<file path="src/hw/rtl/pts_pkg.sv">
// package for the periodic task tick scheduler
// sizes, opcode / kind / status codes and the slot memory entry type
// no dependencies
`timescale 1ns / 1ps

package pts_pkg;

    localparam int NUM_TASKS   = 8;
    localparam int COUNT_WIDTH = 16;

    localparam int IDX_W     = (NUM_TASKS > 1) ? $clog2(NUM_TASKS) : 1;
    localparam int CNT_IDX_W = $clog2(NUM_TASKS + 1);

    localparam int OPCODE_W = 3;
    localparam int TASK_W   = 5;
    localparam int FIELD_W  = 16;
    localparam int KIND_W   = 2;
    localparam int STATUS_W = 2;
    localparam int IN_DATA_W  = 40;
    localparam int OUT_DATA_W = 8;

    localparam logic [OPCODE_W-1:0] OP_TICK   = 3'd0;
    localparam logic [OPCODE_W-1:0] OP_CREATE = 3'd1;
    localparam logic [OPCODE_W-1:0] OP_PAUSE  = 3'd2;
    localparam logic [OPCODE_W-1:0] OP_RESUME = 3'd3;
    localparam logic [OPCODE_W-1:0] OP_DELETE = 3'd4;

    localparam logic [KIND_W-1:0] KIND_STATUS = 2'd0;
    localparam logic [KIND_W-1:0] KIND_DUE    = 2'd1;
    localparam logic [KIND_W-1:0] KIND_DONE   = 2'd2;

    localparam logic [STATUS_W-1:0] STAT_OK         = 2'd0;
    localparam logic [STATUS_W-1:0] STAT_TAKEN      = 2'd1;
    localparam logic [STATUS_W-1:0] STAT_NO_HANDLER = 2'd2;
    localparam logic [STATUS_W-1:0] STAT_RANGE      = 2'd3;

    typedef struct packed {
        logic [COUNT_WIDTH-1:0] period;
        logic [COUNT_WIDTH-1:0] countdown;
    } entry_t;

endpackage

</file>
<file path="src/hw/rtl/pts_ram.sv">
// generic single write port, single read port ram with registered read
// no dependencies
`timescale 1ns / 1ps

module pts_ram #(
    parameter int WIDTH = 32,
    parameter int DEPTH = 8,
    localparam int AW = (DEPTH > 1) ? $clog2(DEPTH) : 1
) (
    input  logic             clk,
    input  logic             wr_en,
    input  logic [AW-1:0]    wr_addr,
    input  logic [WIDTH-1:0] wr_data,
    input  logic             rd_en,
    input  logic [AW-1:0]    rd_addr,
    output logic [WIDTH-1:0] rd_data
);

    logic [WIDTH-1:0] mem [DEPTH];
    logic [WIDTH-1:0] rd_data_reg;

    always_ff @(posedge clk)
    begin
        if (wr_en)
        begin
            mem[wr_addr] <= wr_data;
        end
        if (rd_en)
        begin
            rd_data_reg <= mem[rd_addr];
        end
    end

    assign rd_data = rd_data_reg;

endmodule

</file>
<file path="src/hw/rtl/periodic_task_tick_scheduler.sv">
// periodic task tick scheduler top level
// depends on pts_pkg and pts_ram
`timescale 1ns / 1ps

// usage
// s_axis carries commands: tuser is the opcode (tick, create, pause, resume,
// delete), tdata the slot index, handler flag, period and first delay.
// m_axis carries results: tuser is the kind (status, task due, tick done),
// tdata the slot and status, tlast marks the final result of a command.
// create, pause, resume and delete (and unknown opcodes) answer with one
// status transaction loaded into the output register in the accept cycle;
// such commands can be taken every cycle while the receiver keeps up.
// a tick walks the slot memory through its single read port, one slot per
// cycle while the receiver keeps up, with the write-back of slot i
// overlapping the read of slot i+1: due transactions follow in slot order
// and the done transaction is loaded once the walk ends; the next command
// is taken in the cycle after the done load at the earliest.
// when the receiver stalls, the walk holds on a due slot until the output
// register frees up; nothing is dropped.
// reset clears the valid and paused flags, empties the output register and
// returns to idle; slot period and countdown live in memory and are written
// by create before any use.

module periodic_task_tick_scheduler (
    input  logic                            clk,
    input  logic                            rst_n,
    input  logic                            s_axis_tvalid,
    output logic                            s_axis_tready,
    // task_index[4:0], handler_present[5], period[21:6], first_delay[37:22]
    input  logic [pts_pkg::IN_DATA_W-1:0]   s_axis_tdata,
    // opcode[2:0]
    input  logic [pts_pkg::OPCODE_W-1:0]    s_axis_tuser,
    output logic                            m_axis_tvalid,
    input  logic                            m_axis_tready,
    // slot[4:0], status[6:5]
    output logic [pts_pkg::OUT_DATA_W-1:0]  m_axis_tdata,
    // kind[1:0]
    output logic [pts_pkg::KIND_W-1:0]      m_axis_tuser,
    output logic                            m_axis_tlast
);

    localparam logic [1:0] ST_IDLE = 2'd0;
    localparam logic [1:0] ST_TICK = 2'd1;
    localparam logic [1:0] ST_DONE = 2'd2;

    localparam int NT  = pts_pkg::NUM_TASKS;
    localparam int CW  = pts_pkg::COUNT_WIDTH;
    localparam int IW  = pts_pkg::IDX_W;
    localparam int CIW = pts_pkg::CNT_IDX_W;
    localparam int TW  = pts_pkg::TASK_W;
    localparam int FW  = pts_pkg::FIELD_W;

    logic [1:0]     state_reg, state_next;
    logic [CIW-1:0] rd_idx_reg, rd_idx_next;
    logic           ev_vld_reg, ev_vld_next;
    logic [IW-1:0]  ev_idx_reg, ev_idx_next;
    logic [NT-1:0]  valid_reg, valid_next;
    logic [NT-1:0]  paused_reg, paused_next;

    logic                          out_valid_reg, out_valid_next;
    logic [pts_pkg::KIND_W-1:0]    out_kind_reg, out_kind_next;
    logic [TW-1:0]                 out_slot_reg, out_slot_next;
    logic [pts_pkg::STATUS_W-1:0]  out_status_reg, out_status_next;
    logic                          out_last_reg, out_last_next;
    logic                          out_load;

    logic                      ram_we;
    logic [IW-1:0]             ram_wr_addr;
    pts_pkg::entry_t           ram_wr_data;
    logic                      ram_re;
    logic [IW-1:0]             ram_rd_addr;
    pts_pkg::entry_t           ram_rd_data;

    logic [pts_pkg::OPCODE_W-1:0] in_opcode;
    logic [TW-1:0]                in_task;
    logic                         in_handler;
    logic [FW-1:0]                in_period;
    logic [FW-1:0]                in_delay;
    logic                         in_accept;
    logic                         in_range;
    logic [IW-1:0]                op_idx;

    logic out_free;
    logic ev_active;
    logic ev_due;
    logic ev_go;
    logic advance;

    assign in_opcode  = s_axis_tuser;
    assign in_task    = s_axis_tdata[4:0];
    assign in_handler = s_axis_tdata[5];
    assign in_period  = s_axis_tdata[21:6];
    assign in_delay   = s_axis_tdata[37:22];

    assign out_free      = !out_valid_reg || m_axis_tready;
    assign s_axis_tready = (state_reg == ST_IDLE) && out_free;
    assign in_accept     = s_axis_tvalid && s_axis_tready;
    assign in_range      = ((TW + 1)'(in_task) < (TW + 1)'(NT));
    assign op_idx        = in_task[IW-1:0];

    assign ev_active = valid_reg[ev_idx_reg] && !paused_reg[ev_idx_reg];
    assign ev_due    = ev_active && (ram_rd_data.countdown == '0);
    assign ev_go     = !ev_due || out_free;
    assign advance   = !ev_vld_reg || ev_go;

    pts_ram #(
        .WIDTH ($bits(pts_pkg::entry_t)),
        .DEPTH (NT)
    ) u_slot_ram (
        .clk     (clk),
        .wr_en   (ram_we),
        .wr_addr (ram_wr_addr),
        .wr_data (ram_wr_data),
        .rd_en   (ram_re),
        .rd_addr (ram_rd_addr),
        .rd_data (ram_rd_data)
    );

    always_comb
    begin
        state_next      = state_reg;
        rd_idx_next     = rd_idx_reg;
        ev_vld_next     = ev_vld_reg;
        ev_idx_next     = ev_idx_reg;
        valid_next      = valid_reg;
        paused_next     = paused_reg;
        out_load        = 1'b0;
        out_kind_next   = out_kind_reg;
        out_slot_next   = out_slot_reg;
        out_status_next = out_status_reg;
        out_last_next   = out_last_reg;
        ram_we          = 1'b0;
        ram_wr_addr     = ev_idx_reg;
        ram_wr_data     = ram_rd_data;
        ram_re          = 1'b0;
        ram_rd_addr     = rd_idx_reg[IW-1:0];

        case (state_reg)
            ST_IDLE:
            begin
                if (in_accept)
                begin
                    if (in_opcode == pts_pkg::OP_TICK)
                    begin
                        state_next  = ST_TICK;
                        rd_idx_next = '0;
                        ev_vld_next = 1'b0;
                    end
                    else
                    begin
                        out_load        = 1'b1;
                        out_kind_next   = pts_pkg::KIND_STATUS;
                        out_slot_next   = in_task;
                        out_status_next = pts_pkg::STAT_OK;
                        out_last_next   = 1'b1;
                        if (!in_range)
                        begin
                            out_status_next = pts_pkg::STAT_RANGE;
                        end
                        else
                        begin
                            case (in_opcode)
                                pts_pkg::OP_CREATE:
                                begin
                                    if (!in_handler)
                                    begin
                                        out_status_next = pts_pkg::STAT_NO_HANDLER;
                                    end
                                    else if (valid_reg[op_idx])
                                    begin
                                        out_status_next = pts_pkg::STAT_TAKEN;
                                    end
                                    else
                                    begin
                                        valid_next[op_idx]    = 1'b1;
                                        paused_next[op_idx]   = 1'b0;
                                        ram_we                = 1'b1;
                                        ram_wr_addr           = op_idx;
                                        ram_wr_data.period    = CW'(in_period);
                                        ram_wr_data.countdown = CW'(in_delay);
                                    end
                                end
                                pts_pkg::OP_PAUSE:
                                begin
                                    paused_next[op_idx] = 1'b1;
                                end
                                pts_pkg::OP_RESUME:
                                begin
                                    paused_next[op_idx] = 1'b0;
                                end
                                pts_pkg::OP_DELETE:
                                begin
                                    valid_next[op_idx] = 1'b0;
                                end
                                default:
                                begin
                                    out_status_next = pts_pkg::STAT_RANGE;
                                end
                            endcase
                        end
                    end
                end
            end
            ST_TICK:
            begin
                if (ev_vld_reg && ev_go && ev_active)
                begin
                    ram_we      = 1'b1;
                    ram_wr_addr = ev_idx_reg;
                    if (ev_due)
                    begin
                        ram_wr_data.countdown = ram_rd_data.period - 1'b1;
                        out_load        = 1'b1;
                        out_kind_next   = pts_pkg::KIND_DUE;
                        out_slot_next   = TW'(ev_idx_reg);
                        out_status_next = pts_pkg::STAT_OK;
                        out_last_next   = 1'b0;
                    end
                    else
                    begin
                        ram_wr_data.countdown = ram_rd_data.countdown - 1'b1;
                    end
                end
                if (advance)
                begin
                    if (rd_idx_reg < CIW'(NT))
                    begin
                        ram_re      = 1'b1;
                        rd_idx_next = rd_idx_reg + 1'b1;
                        ev_vld_next = 1'b1;
                        ev_idx_next = rd_idx_reg[IW-1:0];
                    end
                    else
                    begin
                        ev_vld_next = 1'b0;
                        state_next  = ST_DONE;
                    end
                end
            end
            ST_DONE:
            begin
                if (out_free)
                begin
                    out_load        = 1'b1;
                    out_kind_next   = pts_pkg::KIND_DONE;
                    out_slot_next   = '0;
                    out_status_next = pts_pkg::STAT_OK;
                    out_last_next   = 1'b1;
                    state_next      = ST_IDLE;
                end
            end
            default:
            begin
                state_next = ST_IDLE;
            end
        endcase

        if (out_load)
        begin
            out_valid_next = 1'b1;
        end
        else if (m_axis_tready)
        begin
            out_valid_next = 1'b0;
        end
        else
        begin
            out_valid_next = out_valid_reg;
        end
    end

    always_ff @(posedge clk or negedge rst_n)
    begin
        if (!rst_n)
        begin
            state_reg     <= ST_IDLE;
            rd_idx_reg    <= '0;
            ev_vld_reg    <= 1'b0;
            valid_reg     <= '0;
            paused_reg    <= '0;
            out_valid_reg <= 1'b0;
        end
        else
        begin
            state_reg     <= state_next;
            rd_idx_reg    <= rd_idx_next;
            ev_vld_reg    <= ev_vld_next;
            valid_reg     <= valid_next;
            paused_reg    <= paused_next;
            out_valid_reg <= out_valid_next;
        end
    end

    always_ff @(posedge clk)
    begin
        ev_idx_reg     <= ev_idx_next;
        out_kind_reg   <= out_kind_next;
        out_slot_reg   <= out_slot_next;
        out_status_reg <= out_status_next;
        out_last_reg   <= out_last_next;
    end

    assign m_axis_tvalid = out_valid_reg;
    assign m_axis_tuser  = out_kind_reg;
    assign m_axis_tdata  = {1'b0, out_status_reg, out_slot_reg};
    assign m_axis_tlast  = out_last_reg;

`ifndef NO_ASSERTIONS
    a_no_same_slot: assert property (@(posedge clk) disable iff (!rst_n)
        (ram_we && ram_re) |-> (ram_wr_addr != ram_rd_addr))
        else $error("slot memory read and write hit the same entry");

    a_load_when_free: assert property (@(posedge clk) disable iff (!rst_n)
        out_load |-> (!out_valid_reg || m_axis_tready))
        else $error("output register overwritten while a result is pending");

    a_eval_in_tick: assert property (@(posedge clk) disable iff (!rst_n)
        ev_vld_reg |-> (state_reg == ST_TICK))
        else $error("slot evaluation outside a tick walk");

    a_done_after_walk: assert property (@(posedge clk) disable iff (!rst_n)
        (state_reg == ST_DONE) |-> (!ev_vld_reg && (rd_idx_reg == CIW'(NT))))
        else $error("tick finished before all slots were walked");
`endif

endmodule
</file>
<file path="config.mk">
export PLATFORM = sky130hd
export DESIGN_NAME = periodic_task_tick_scheduler
export DESIGN_NICKNAME = d
export VERILOG_FILES = /design/src/hw/rtl/pts_pkg.sv /design/src/hw/rtl/pts_ram.sv /design/src/hw/rtl/periodic_task_tick_scheduler.sv
export SDC_FILE = /design/constraint.sdc
export NUM_CORES = 1
export LEC_CHECK = 0
export ABC_AREA = 1
export ABC_CLOCK_PERIOD_IN_PS = 7300
export BUFFER_PORTS_ARGS = -buffer_cell sky130_fd_sc_hd__buf_2
export CORE_AREA = 10 10 199 201
export CTS_CLUSTER_SIZE = 20
export DETAILED_ROUTE_END_ITERATION = 6
export DIE_AREA = 0 0 209 211
export HOLD_SLACK_MARGIN = 0.02
export PLACE_DENSITY_LB_ADDON = 0.05
export SKIP_CTS_REPAIR_TIMING = 1
export SYNTH_ARGS = -nofsm -noshare
export SYNTH_HDL_FRONTEND = slang
export SYNTH_SLANG_ARGS = --single-unit
</file>
<file path="constraint.sdc">
create_clock -name clk -period 7.3 [get_ports clk]
set_clock_uncertainty 0.05 [all_clocks]
set_input_delay 1.46 -clock clk [delete_from_list [all_inputs] [get_ports clk]]
set_output_delay 1.46 -clock clk [all_outputs]
set_load 0.03 [all_outputs]
</file>
## Word-level counts from Yosys, hierarchy flattened

Memory sizes are Yosys's and may differ from the RTL's. A register that Yosys moved wholly into a read port is not among the register bits.
Cells that the tools add are included.
Widths: inputs -> output; s select.

- $add $sub $neg: 3
- Magnitude comparators: 5
- Equal/unequal tests: 17
- Muxes and demuxes: 94
- Bitwise logic cells: 6
- Reductions and logical operators: 30

Operator list:

| operator | number |
|---|---|
| $mux 32 | 6 |
| $mux 16 | 3 |
| $mux 1 | 32 |
| $mux 2 | 16 |
| $mux 8 | 4 |
| $pmux 16 s2 | 1 |
| $sub 16x1->16 const B | 2 |
| $mux 5 | 5 |
| $pmux 8 s3 | 1 |
| $mux 3 | 7 |
| $ne 2x2->1 const B | 10 |
| $pmux 2 s3 | 3 |
| $and 8x8->8 | 2 |
| $logic_not 16->1 | 1 |
| $mux 4 | 4 |
| $or 8x8->8 | 2 |
| $pmux 8 s2 | 1 |
| $pmux 5 s3 | 1 |
| $reduce_and 7->1 | 2 |
| $reduce_and 5->1 | 2 |
| $bmux 1 s3 | 3 |
| $lt 3x4->1 const B | 2 |
| $not 8->8 | 1 |
| $pmux 4 s2 | 1 |
| 26 further kinds | 43 |

- Bits in registers: 37
- Memory bits (writable): 256
- Input port bits: 47
- Memories: 1

Memories:

| name | words | width | rd ports | clocked after memory_dff | wr ports | line | text |
|---|---|---|---|---|---|---|---|
| u_slot_ram.mem | 8 | 32 | 1 | 1 | 1 | pts_ram.sv:19 | `logic [WIDTH-1:0] mem [DEPTH];` |

## Depth between registers and ports, before layout

Gate-level depths: netlist of run 1.

- Word-level depth: 13
- Mapped depth: 16

## By module

Synthesis of run 1 repeated with hierarchy kept, for this count alone.

- Cells, all modules: 1678
- Area, all modules: 15756.4 um^2

Modules (own cells, without submodules):

| module | times used | cells each | area each (um^2) |
|---|---|---|---|
| pts_ram | 1 | 1156 | 12192.9 |
| periodic_task_tick_scheduler | 1 | 522 | 3563.4 |

## Least setup slack after synthesis of run 1

OpenSTA, ideal clock, no wires.

- Path type: input port to flip-flop
- Start point: input s_axis_tdata[0] (netlist name)
- End point: memory u_slot_ram.mem[5][0] (enable)
- Library setup time: 0.421 ns
- Arrival time: 3.990 ns
- Data required time: 6.829 ns
- Path slack: 2.839 ns
- Stages on the path: 12
- Buffers on the path: 2
- Cells stage by stage: buf_2 inv_2 nand2_1 a21oi_1 o21ai_1 nand4_1 buf_2 nand2_1 o21ai_1 inv_1 nand2_1 nor2_1

- Longest elaborated chain between the ends: 11
- Elaborated cells on any way between the ends: 19

Ends and longest elaborated chain:

| what | line | text |
|---|---|---|
| from (decl) | periodic_task_tick_scheduler.sv:30 | `input logic [pts_pkg::IN_DATA_W-1:0] s_axis_tdata,` |
| $bmux 1 s3 | periodic_task_tick_scheduler.sv:169 | `else if (valid_reg[op_idx])` |
| $mux 1 (not written as such) | periodic_task_tick_scheduler.sv:169 |  |
| $mux 1 | periodic_task_tick_scheduler.sv:169 |  |
| $mux 1 | periodic_task_tick_scheduler.sv:165 | `if (!in_handler)` |
| $mux 1 | periodic_task_tick_scheduler.sv:162 | `case (in_opcode)` |
| $mux 1 | periodic_task_tick_scheduler.sv:156 | `if (!in_range)` |
| $mux 1 | periodic_task_tick_scheduler.sv:143 | `if (in_opcode == pts_pkg::OP_TICK)` |
| $mux 1 | periodic_task_tick_scheduler.sv:141 | `if (in_accept)` |
| $pmux 1 s2 | periodic_task_tick_scheduler.sv:138 | `case (state_reg)` |
| $mux 1 | pts_ram.sv:24 | `if (wr_en)` |
| $mux 1 (not written as such) | pts_ram.sv:26 | `mem[wr_addr] <= wr_data;` |
| to (decl) | pts_ram.sv:19 |  |

Several ways; a longest one is shown, not always the timed one. The select of a mux whose other input is x is not followed.

## Final worst setup path of run 1

- Start point: input s_axis_tdata[0] (netlist name)
- End point: memory u_slot_ram.mem[7][7] (enable)

The elaborated chain is that of the path after synthesis.

==> key figures, run 1 <==
Worst setup path
  – Critical Path, Cell by Cell: buf_2 -> inv_2 -> nand2_1 -> a21oi_1 -> o21ai_1 -> nand4_1 -> o21ai_1 -> nand2_1 -> nor2_4 -> buf_4
  – R2R setup slack: 3.44 ns
  – Critical Path RT: 7.42 ns
  – R2r endpoint: u_slot_ram.mem[7][7]$_DFFE_PP_
  – Worst Setup EP: u_slot_ram.mem[7][7]$_DFFE_PP_
  – Startpoint Class: primary input
  – CP Class: in2reg
  – R2R depth: 11
  – CP arrival: 4.30 ns
  – Worst path slowest cell: nor2_4
  – Slowest stage delay, CP: 0.52 ns
  – R2r startpoint: state_reg[0]$_DFFE_PN0P_
  – Crit path capture type: register
  – Critical path peak fanout: 20
  – Worst setup path startpoint: s_axis_tdata[0]

Clock tree
  – Clock Tree Buf Depth: 3
  – Cts bufs inserted: 39
  – Clk pin slew, worst setup/hold paths: 0.05 ns
  – CTS tree: done
  – Clk sink count: 325
  – CTS HTree Levels: 2
  – CTS root buf: clkbuf_16
  – Worst skew pair latency: 0.53 ns

Pwr
  – Total leakage power: 0.00562 µW
  – Peak supply drop: 0.000205 V
  – PwrDens: 407 nW/µm²

Timing
  – Achievable frequency: 239 MHz
  – Min Tclk post-route: 4.18 ns
  – Pins Over Slew Limit: 0
  – RSZ-0062 raised after global routing: false
  – Final-report setup violation count: 0
  – Endpoints failing hold: 0
  – Rel. slew slack: 31.9%
  – Worst-margin pin slew: 1.02 ns
  – Final period util: 57.2%
  – Final TNS setup: 0 ns

Global route
  – Initial antenna violation count: 0
  – GR Util met2: 27.1%
  – First-pass GRT wire length: 57.1 mm
  – Total track usage: 16.6%
  – Number of global-route vias before repair: 9,448
  – Largest net degree at the start of global routing: 84
  – Grt peak-use layer: met2
  – Met3 Resource Use GR: 2.69%
  – GR Overflow Total: 0
  – Met1 usage: 22.5%

Synthesis
  – Cell count after synthesis: 1,289
  – Mux contribution to synthesized area: 0%
  – Synth area leaders: edfxtp_1 64%, nor2_1 7.4%, o21ai_0 5.0%
  – Post-Syn Nets: 1,342
  – Synth Area per Inst: 11.0 µm²
  – Count leader, synth: edfxtp_1
  – EDFF count, synth: 301
  – Ys flop type: edfxtp_1
  – Seq cells post-synth: 325
  – Synth Area in Compound Gates: 10.8%
  – Post-Synth XOR/XNOR Area: 0.124%
  – Post-synth ARST share: 7.38%
  – Post-synthesis cell type count: 43
  – Seq/Total Area, Yosys: 68.2%
  – Largest family of logic cells by synthesized area: simple AND/OR/NAND/NOR gates
  – Synthesized cell area: 14,100 µm²
  – Ys Warns: 0
  – Yosys top cell area share: 64.0%
  – Yosys top cell by area: edfxtp_1
  – Synth Area in Simple Gates: 16.4%
  – Synth cell count leaders: 301 x edfxtp_1, 280 x nor2_1, 176 x nand2_1
  – Adder-cell share of the synthesized area: 0.531%

Place
  – Routability cong.: 0.798
  – Port bufs: 56
  – Dpl hpwl: 21.2 mm

Drt
  – ANT nets after route: 0
  – DR WL/cell: 20.2 µm
  – Final wirelength: 36.9 mm
  – DRT Pass-1 Iters: 5
  – Vias per inst: 5.19
  – 1st-iter DRT viols: 730
  – Vias: 9,477
  – # DRC: 0

Die
  – Core area: 35,400 µm²
  – Die area: 44,100 µm²
  – IO Pins: 60
  – Die Height: 211 µm
  – Starting density of the core: 39.9%
  – Num rows: 69
  – Die X: 209 µm

Finish
  – Fillers: 3,373
  – Footprint of the multi-input gates: 4000 µm²
  – FF/Latch Area: 9640 µm²
  – Max FFs per register: 256
  – Area growth syn-to-layout: 13.6%
  – Diodes inserted: 0
  – Fin util: 45.3%
  – Layout cells sized above 1: 13.4%
  – Nets: 1,391

Job
  – Maxcap violations: 0

Min path
  – Hold Path Class: reg2reg

Outcome
  – Status: finished, final reports clean
[worst min-delay path by stage]
stage	startpoint	to	slack, ns	cells after the start
after CTS	register	register	0.44	2
after detailed placement	register	register	0.42	2
after floorplan	register	register	0.40	2
after global routing	register	register	0.47	2
after global placement	register	register	0.42	2
final	register	register	0.43	2
[power breakdown]
part	leakage, µW	total (µW)	switching, µW	internal (µW)
Combinational	0.00201	1900	1410	494
Clock	0.000567	1780	738	1040
Sequential	0.00305	2850	207	2640
[cell families (layout without fill, tap and decap cells)]
logic type	Yosys count	after routing
other	1	1
buffers and inverters	135	212
AO/OA/AOI/OAI	275	275
XOR/XNOR	2	2
AND/OR/NAND/NOR	545	545
adder cells (fa/ha/maj)	6	6
flip-flops	325	325
[metrics by stage]
stage	instance area (µm²)	total power, µW	setup slack (ns)	instances	hold slack (ns)
final	16000	6530	3.12	1827	0.435
after detailed placement	14900	4810	2.56	1758	0.423
after global placement	14900	4800	2.58	1758	0.424
after global routing	16000	6930	2.81	1827	0.472
after CTS	16000	6600	3.11	1827	0.437
after floorplan	14100	4160	2.84	1289	0.403
[per-layer routing]
layer,vias to the layer above,part of all wire (%)
met5,-,0
li1,4625,-
met3,44,4.7
met2,219,47
met1,4589,47
met4,0,1.8
[area by class of cell]
cell class	instances	share of cell area (%)
timing repair buffer	71	2.45
tap	461	3.59
clock inverter	18	0.733
inverter	72	1.70
sequential	325	60.1
multi-input combinational	829	24.9
clock buffer	51	6.50
[cell usage in the layout (no fill, tap or decap), types with 2 or more instances in the layout]
| cell | count |
|---|---|
| nor2_2 | 4 |
| nand2_2 | 5 |
| o211ai_1 | 5 |
| nor3_2 | 2 |
| inv_1 | 53 |
| clkinv_2 | 7 |
| inv_2 | 15 |
| edfxtp_1 | 301 |
| nand4_1 | 5 |
| nand2_1 | 176 |
| nor2_4 | 13 |
| buf_2 | 56 |
| a31oi_1 | 36 |
| nor2_1 | 272 |
| clkbuf_1 | 11 |
| nand3_4 | 2 |
| o21ai_2 | 2 |
| nand2_4 | 3 |
| o21ai_0 | 142 |
| o21ai_1 | 20 |
| dfrtp_1 | 22 |
| clkbuf_16 | 40 |
| a21oi_2 | 3 |
| o22ai_1 | 36 |
| nand3_1 | 40 |
| xor2_1 | 2 |
| nand3_2 | 7 |
| buf_4 | 15 |
| a21oi_1 | 23 |
| nor3_1 | 12 |
| clkinv_1 | 12 |
| ha_1 | 6 |
| o21bai_1 | 3 |
[critical path: cells and delay by family]
kind	cells	cell delay [ns]
compound gates	3	0.63
buf+inv	3	0.80
simple gates	4	1.36
No activity file was read; power rests on OpenSTA's default activity.
==> run 2, diff against run 1 <==
--- a/config.mk
+++ b/config.mk
@@ -6,7 +6,7 @@
 export NUM_CORES = 1
 export LEC_CHECK = 0
 export ABC_AREA = 1
-export ABC_CLOCK_PERIOD_IN_PS = 7300
+export ABC_CLOCK_PERIOD_IN_PS = 4100
 export BUFFER_PORTS_ARGS = -buffer_cell sky130_fd_sc_hd__buf_2
 export CORE_AREA = 10 10 199 201
 export CTS_CLUSTER_SIZE = 20
==> constraint.sdc (replaced) <==
create_clock -name clk -period 4.1 [get_ports clk]
set_clock_uncertainty 0.05 [all_clocks]
set_input_delay 0.82 -clock clk [delete_from_list [all_inputs] [get_ports clk]]
set_output_delay 0.82 -clock clk [all_outputs]
set_load 0.03 [all_outputs]
==> run 2 against run 1 <==
Cell area is 1.0% higher. Non-clock buffer count grew 13. Register-to-register slack lost 2.8 ns. Sequential cell count did not move. First-iteration DRC count decreased by 13%. Wire length rose by 0.60%.
==> key figures, run 2 (synthesized netlist as in run 1, its figures left out) <==
Finish
  – Layout cells sized above 1: 14.6% (was 13.4%)
  – Footprint of the multi-input gates: 4000 µm² (unchanged)
  – Fillers: 3,381 (was 3,373)
  – Most frequent cells in the layout: 301 x edfxtp_1, 272 x nor2_1, 176 x nand2_1, 142 x o21ai_0, 56 x buf_2 (unchanged)
  – Nets: 1,403 (was 1,391)
  – Area growth syn-to-layout: 14.8% (was 13.6%)
  – Diodes inserted: 0 (unchanged)
  – Max FFs per register: 256 (unchanged)
  – Commonest non-fill, non-tap cell in the layout: edfxtp_1 (unchanged)
  – FF/Latch Area: 9640 µm² (unchanged)
  – Cell Count, Final, Fillers Out: 1,840 (was 1,827)

Drt
  – Vias per inst: 5.19 (about the same)
  – DRT Pass-1 Iters: 6 (was 5)
  – 1st-iter DRT viols: 633 (was 730)
  – Vias: 9,541 (was 9,477)
  – DR WL/cell: 20.2 µm (about the same)
  – ANT nets after route: 0 (unchanged)
  – Final wirelength: 37.1 mm (was 36.9 mm)
  – # DRC: 0 (unchanged)

Clock tree
  – CTS root buf: clkbuf_16 (unchanged)
  – Worst skew pair latency: 0.54 ns (was 0.53 ns)
  – Clk pin slew, worst setup/hold paths: 0.06 ns (was 0.05 ns)
  – CTS HTree Levels: 2 (unchanged)
  – Clk sink count: 325 (unchanged)
  – CTS tree: done (unchanged)
  – Clock Tree Buf Depth: 3 (unchanged)
  – Cts bufs inserted: 38 (was 39)

Die
  – Num rows: 69 (unchanged)
  – Die area: 44,100 µm² (unchanged)
  – Core area: 35,400 µm² (unchanged)
  – Starting density of the core: 39.9% (unchanged)
  – Die X: 209 µm (unchanged)
  – IO Pins: 60 (unchanged)
  – Die Height: 211 µm (unchanged)

Timing
  – Final-report setup violation count: 0 (unchanged)
  – Final period util: 83.6%
  – Min Tclk post-route: 3.43 ns
  – Achievable frequency: 292 MHz
  – Final TNS setup: 0 ns (unchanged)
  – Rel. slew slack: 33.5% (was 31.9%)
  – RSZ-0062 raised after global routing: false (unchanged)
  – Endpoints failing hold: 0 (unchanged)
  – Worst-margin pin slew: 0.996 ns (was 1.02 ns)
  – Pins Over Slew Limit: 0 (unchanged)

Worst setup path
  – Worst Setup EP: u_slot_ram.mem[6][13]$_DFFE_PP_ (was u_slot_ram.mem[7][7]$_DFFE_PP_)
  – Startpoint Class: register (was primary input)
  – R2R setup slack: 0.67 ns (was 3.44 ns)
  – R2r startpoint: state_reg[0]$_DFFE_PN0P_ (unchanged)
  – Critical path peak fanout: 19 (was 20)
  – CP arrival: 3.61 ns (was 4.30 ns)
  – CP Class: reg2reg (was in2reg)
  – R2r endpoint: u_slot_ram.mem[6][13]$_DFFE_PP_ (was u_slot_ram.mem[7][7]$_DFFE_PP_)
  – R2R depth: 13 (was 11)
  – Critical Path RT: 4.28 ns (was 7.42 ns)
  – Crit path capture type: register (unchanged)
  – Worst setup path startpoint: state_reg[0]$_DFFE_PN0P_ (was s_axis_tdata[0])

Global route
  – GR Overflow Total: 0 (unchanged)
  – Number of global-route vias before repair: 9,352 (was 9,448)
  – First-pass GRT wire length: 57.5 mm (was 57.1 mm)
  – Initial antenna violation count: 0 (unchanged)
  – Total track usage: 16.8% (was 16.6%)
  – Largest net degree at the start of global routing: 92 (was 84)

Place
  – Dpl cells: 1,771 (was 1,758)
  – Routability cong.: 0.813 (was 0.798)
  – Port bufs: 56 (unchanged)
  – Dpl hpwl: 22.0 mm (was 21.2 mm)

Outcome
  – Status: finished, final reports clean (unchanged)

Pwr
  – Peak supply drop: 0.000357 V (was 0.000205 V)
  – PwrDens: 726 nW/µm² (was 407 nW/µm²)
  – Total leakage power: 0.00571 µW (was 0.00562 µW)

Job
  – Maxcap violations: 0 (unchanged)

Min path
  – Hold Path Class: in2async (was reg2reg)
-- run 2: worst min path at each step --
stage / from / endpoint / slack, ns / depth (start not counted)
floorplan: register / register / 0.40 / 2
CTS: rst_n / rd_idx_reg[0]$_DFFE_PN0P_ / 0.25 / 1
finish: rst_n / async pin / 0.24 / 1
detailed placement: register / register / 0.43 / 2
global route: rst_n / async pin / 0.28 / 1
global placement: register / register / 0.42 / 2
-- run 2: per-layer routing --
metal  global-route usage, %  vias to the layer above  routed length (µm)
li1                        -                     4653                   -
met1                    22.8                     4649               17300
met2                    27.4                      193               17500
met3                    2.54                       46                1560
met4                    4.56                        0                 723
met5                       0                        -                   0
-- run 2: layout make-up --
class / instances / area share [%]
Clock buffer: 47 / 6.33
Clock inverter: 22 / 1.10
Inverter: 72 / 1.68
Multi-Input combinational cell: 829 / 24.7
Sequential cell: 325 / 59.5
Tap cell: 461 / 3.56
Timing Repair Buffer: 84 / 3.18
-- run 2: through the flow --
step / setup slack (ns) / total power [µW] / instance area [µm²] / hold slack (ns) / util (%)
after floorplan: 0.279 / 7410 / 14100 / 0.403 / -
after global placement: 0.521 / 8580 / 15000 / 0.423 / 42.4
after detailed placement: 0.509 / 8600 / 15000 / 0.429 / 42.4
after CTS: 0.664 / 11900 / 16200 / 0.252 / 45.8
after global routing: 0.326 / 12500 / 16200 / 0.278 / 45.8
final: 0.671 / 11800 / 16200 / 0.241 / 45.8
-- run 2: power by group --
group	total [µW]	switching, µW	leakage, µW	internal (µW)
Sequential	5050	349	0.00305	4700
Combinational	3470	2550	0.00208	920
Clock	3250	1340	0.000582	1910
Total	11800	4230	0.00571	7530
-- run 2: critical path: stages, from the launching register on --
cell and delay (ns):
dfrtp_1 0.42, inv_1 0.09, ha_1 0.23, inv_1 0.15, nor3b_2 0.26, nand2_1 0.16
clkinv_1 0.07, nand4_1 0.37, inv_2 0.22, buf_4 0.27, nand2_1 0.08, nand2_1 0.06
a21oi_1 0.06, a21oi_1 0.62
==> run 3, diff against run 2 <==
--- a/config.mk
+++ b/config.mk
@@ -6,7 +6,7 @@
 export NUM_CORES = 1
 export LEC_CHECK = 0
 export ABC_AREA = 1
-export ABC_CLOCK_PERIOD_IN_PS = 4100
+export ABC_CLOCK_PERIOD_IN_PS = 2950
 export BUFFER_PORTS_ARGS = -buffer_cell sky130_fd_sc_hd__buf_2
 export CORE_AREA = 10 10 199 201
 export CTS_CLUSTER_SIZE = 20
==> constraint.sdc (replaced) <==
create_clock -name clk -period 2.95 [get_ports clk]
set_clock_uncertainty 0.05 [all_clocks]
set_input_delay 0.59 -clock clk [delete_from_list [all_inputs] [get_ports clk]]
set_output_delay 0.59 -clock clk [all_outputs]
set_load 0.03 [all_outputs]
==> run 3 against run 2 <==
Hold slack worse by 0.23 ns. Via count up 1.9%. Combinational power up 61%. Die area unchanged. Critical path depth up 3. Final cell count up 2.6%. Cell area up 4.1%. Global-route usage up 0.22 points. Wire length up 2.9%. Non-clock buffer count up 52. Critical path type unchanged. Largest power group unchanged.
==> key figures, run 3 (synthesized netlist as in run 1, its figures left out) <==
Pwr
  – Clock power share: 26.2% (was 27.6%)
  – Logic pwr share: 33.0% (was 29.5%)
  – Sw Share: 35.7% (was 36.0%)
  – Internal: 10,800 µW (was 7530 µW)
  – Sw Pwr: 6030 µW (was 4230 µW)
  – Total leakage power: 0.00605 µW (was 0.00571 µW)
  – Peak supply drop: 0.000579 V (was 0.000357 V)
  – Flop pwr share: 40.8% (was 42.9%)
  – PwrDens: 1000 nW/µm² (was 726 nW/µm²)

Global route
  – First-pass GRT wire length: 58.4 mm (was 57.5 mm)
  – Largest net degree at the start of global routing: 131 (was 92)
  – GR Overflow Total: 0 (unchanged)
  – Number of global-route vias before repair: 9,630 (was 9,352)
  – Initial antenna violation count: 0 (unchanged)
  – Total track usage: 17.0% (was 16.8%)

Die
  – Num rows: 69 (unchanged)
  – Die Height: 211 µm (unchanged)
  – Starting density of the core: 39.9% (unchanged)
  – Die area: 44,100 µm² (unchanged)
  – IO Pins: 60 (unchanged)
  – Die X: 209 µm (unchanged)
  – Core area: 35,400 µm² (unchanged)

Worst setup path
  – R2R setup slack: 0.18 ns (was 0.67 ns)
  – Slowest stage delay, CP: 0.42 ns (was 0.62 ns)
  – Worst path most repeated cell: inv_1 (was nand2_1)
  – Critical path peak fanout: 9 (was 19)
  – Crit path capture type: register (unchanged)
  – Critical Path RT: 3.13 ns (was 4.28 ns)
  – CP Class: reg2reg (unchanged)
  – R2r endpoint: u_slot_ram.mem[2][11]$_DFFE_PP_ (was u_slot_ram.mem[6][13]$_DFFE_PP_)
  – Startpoint Class: register (unchanged)
  – CP arrival: 2.95 ns (was 3.61 ns)
  – Delay-heaviest family, CP: buffers and inverters (was simple AND/OR/NAND/NOR gates)
  – R2R depth: 16 (was 13)
  – Worst path bufs/invs: 8 (was 5)
  – Worst path slowest cell: dfrtp_1 (was a21oi_1)
  – Critical Path, Cell by Cell: inv_1 -> ha_2 -> inv_1 -> nor3b_4 -> nand2_2 -> clkinv_1 -> nand4_1 -> buf_4 -> nand2_1 -> o21ai_2 -> inv_1 -> nand2_1 -> buf_12 -> nor2_4 -> buf_12 -> buf_4 (was inv_1 -> ha_1 -> inv_1 -> nor3b_2 -> nand2_1 -> clkinv_1 -> nand4_1 -> inv_2 -> buf_4 -> nand2_1 -> nand2_1 -> a21oi_1 -> a21oi_1)
  – R2r startpoint: state_reg[0]$_DFFE_PN0P_ (unchanged)

Clock tree
  – Clk sink count: 325 (unchanged)
  – Clk pin slew, worst setup/hold paths: 0.06 ns (about the same)
  – Worst skew pair latency: 0.55 ns (was 0.54 ns)
  – Clock Tree Buf Depth: 3 (unchanged)
  – CTS root buf: clkbuf_16 (unchanged)
  – Cts bufs inserted: 38 (unchanged)
  – CTS HTree Levels: 2 (unchanged)
  – CTS tree: done (unchanged)

Timing
  – Final TNS setup: 0 ns (unchanged)
  – Rel. slew slack: 44.1% (was 33.5%)
  – Endpoints failing hold: 0 (unchanged)
  – Final period util: 94.1% (was 83.6%)
  – Final-report setup violation count: 0 (unchanged)
  – Min Tclk post-route: 2.77 ns (was 3.43 ns)
  – Worst-margin pin slew: 0.830 ns (was 0.996 ns)
  – Achievable frequency: 360 MHz (was 292 MHz)
  – Pins Over Slew Limit: 0 (unchanged)

Finish
  – Nets: 1,455 (was 1,403)
  – Diodes inserted: 0 (unchanged)
  – Area growth syn-to-layout: 19.5% (was 14.8%)
  – Most frequent cells in the layout: 301 x edfxtp_1, 272 x nor2_1, 174 x nand2_1, 142 x o21ai_0, 57 x buf_4 (was 301 x edfxtp_1, 272 x nor2_1, 176 x nand2_1, 142 x o21ai_0, 56 x buf_2)
  – Layout cells sized above 1: 18.2% (was 14.6%)
  – Post-route cell area: 16,900 µm² (was 16,200 µm²)
  – Max FFs per register: 256 (unchanged)
  – Commonest non-fill, non-tap cell in the layout: edfxtp_1 (unchanged)

Job
  – Maxcap violations: 0 (unchanged)

Drt
  – # DRC: 0 (unchanged)
  – DRT Pass-1 Iters: 4 (was 6)
  – ANT nets after route: 0 (unchanged)
  – 1st-iter DRT viols: 603 (was 633)
  – Vias: 9,726 (was 9,541)
  – Final wirelength: 38.2 mm (was 37.1 mm)
  – Vias per inst: 5.15 (was 5.19)
  – DR WL/cell: 20.2 µm (about the same)

Place
  – Port bufs: 56 (unchanged)
  – Routability cong.: 0.853 (was 0.813)
  – Dpl hpwl: 23.2 mm (was 22.0 mm)
  – Placed cell areas: 15,600 µm² (was 15,000 µm²)

Min path
  – Hold Path Class: in2async (unchanged)

Outcome
  – Status: finished, final reports clean (unchanged)
==> run 3: cell types whose count changed in the layout (fill, tap and decap cells not counted), sizes merged <==
| cell | previous run | this run |
|---|---|---|
| buf | 84 | 134 |
| clkinv | 21 | 17 |
| clkinvlp | 3 | 1 |
| inv | 68 | 71 |
==> run 3: power by group through the flow <==
stage / clock (µW) / combinational, µW / sequential [µW]
floorplan: 0 / 3350 / 6960
global placement: 0 / 5510 / 6980
detailed placement: 0 / 5540 / 6970
CTS: 4520 / 5570 / 6890
global route: 4710 / 6230 / 6930
finish: 4420 / 5570 / 6890
==> run 3: final cells by class <==
type,instances,area (µm²)
Clock buffer,45,977
Clock inverter,19,185
Fill cell,3330,18500
Inverter,72,272
Multi-Input combinational cell,829,4050
Sequential cell,325,9640
Tap cell,461,577
Timing Repair Buffer,136,1180
==> run 3: metrics by stage <==
step | setup WS (ns) | cells | hold WS [ns] | util (%) | total power [µW]
floorplan | -0.167 | 1289 | 0.244 | - | 10300
global placement | 0.102 | 1820 | 0.425 | 44.1 | 12500
detailed placement | 0.0653 | 1820 | 0.429 | 44.1 | 12500
CTS | 0.0754 | 1884 | 0.0315 | 47.4 | 17000
global route | -0.00416 | 1887 | 0.0584 | 47.7 | 17900
finish | 0.175 | 1887 | 0.0159 | 47.7 | 16900
==> run 3: worst max-delay path by stage <==
| stage | startpoint | to | slack [ns] | depth (start not counted) |
|---|---|---|---|---|
| detailed placement | s_axis_tdata[0] | u_slot_ram.mem[7][18]$_DFFE_PP_ | 0.07 | 10 |
| CTS | state_reg[0]$_DFFE_PN0P_ | u_slot_ram.mem[3][15]$_DFFE_PP_ | 0.08 | 12 |
| finish | state_reg[0]$_DFFE_PN0P_ | u_slot_ram.mem[2][11]$_DFFE_PP_ | 0.18 | 16 |
| floorplan | state_reg[0]$_DFFE_PN0P_ | u_slot_ram.mem[1][0]$_DFFE_PP_ | -0.17 | 11 |
| global route | state_reg[0]$_DFFE_PN0P_ | u_slot_ram.mem[2][10]$_DFFE_PP_ | -0.004 | 16 |
| global placement | s_axis_tdata[0] | u_slot_ram.mem[1][18]$_DFFE_PP_ | 0.10 | 11 |
==> run 3: routing by layer <==
| metal | wire length [µm] | part of all wire [%] | track usage, % |
|---|---|---|---|
| met5 | 0 | 0 | 0 |
| met4 | 671 | 1.8 | 4.07 |
| met3 | 1520 | 4.0 | 2.42 |
| met2 | 18000 | 47 | 27.8 |
| met1 | 18000 | 47 | 23.3 |
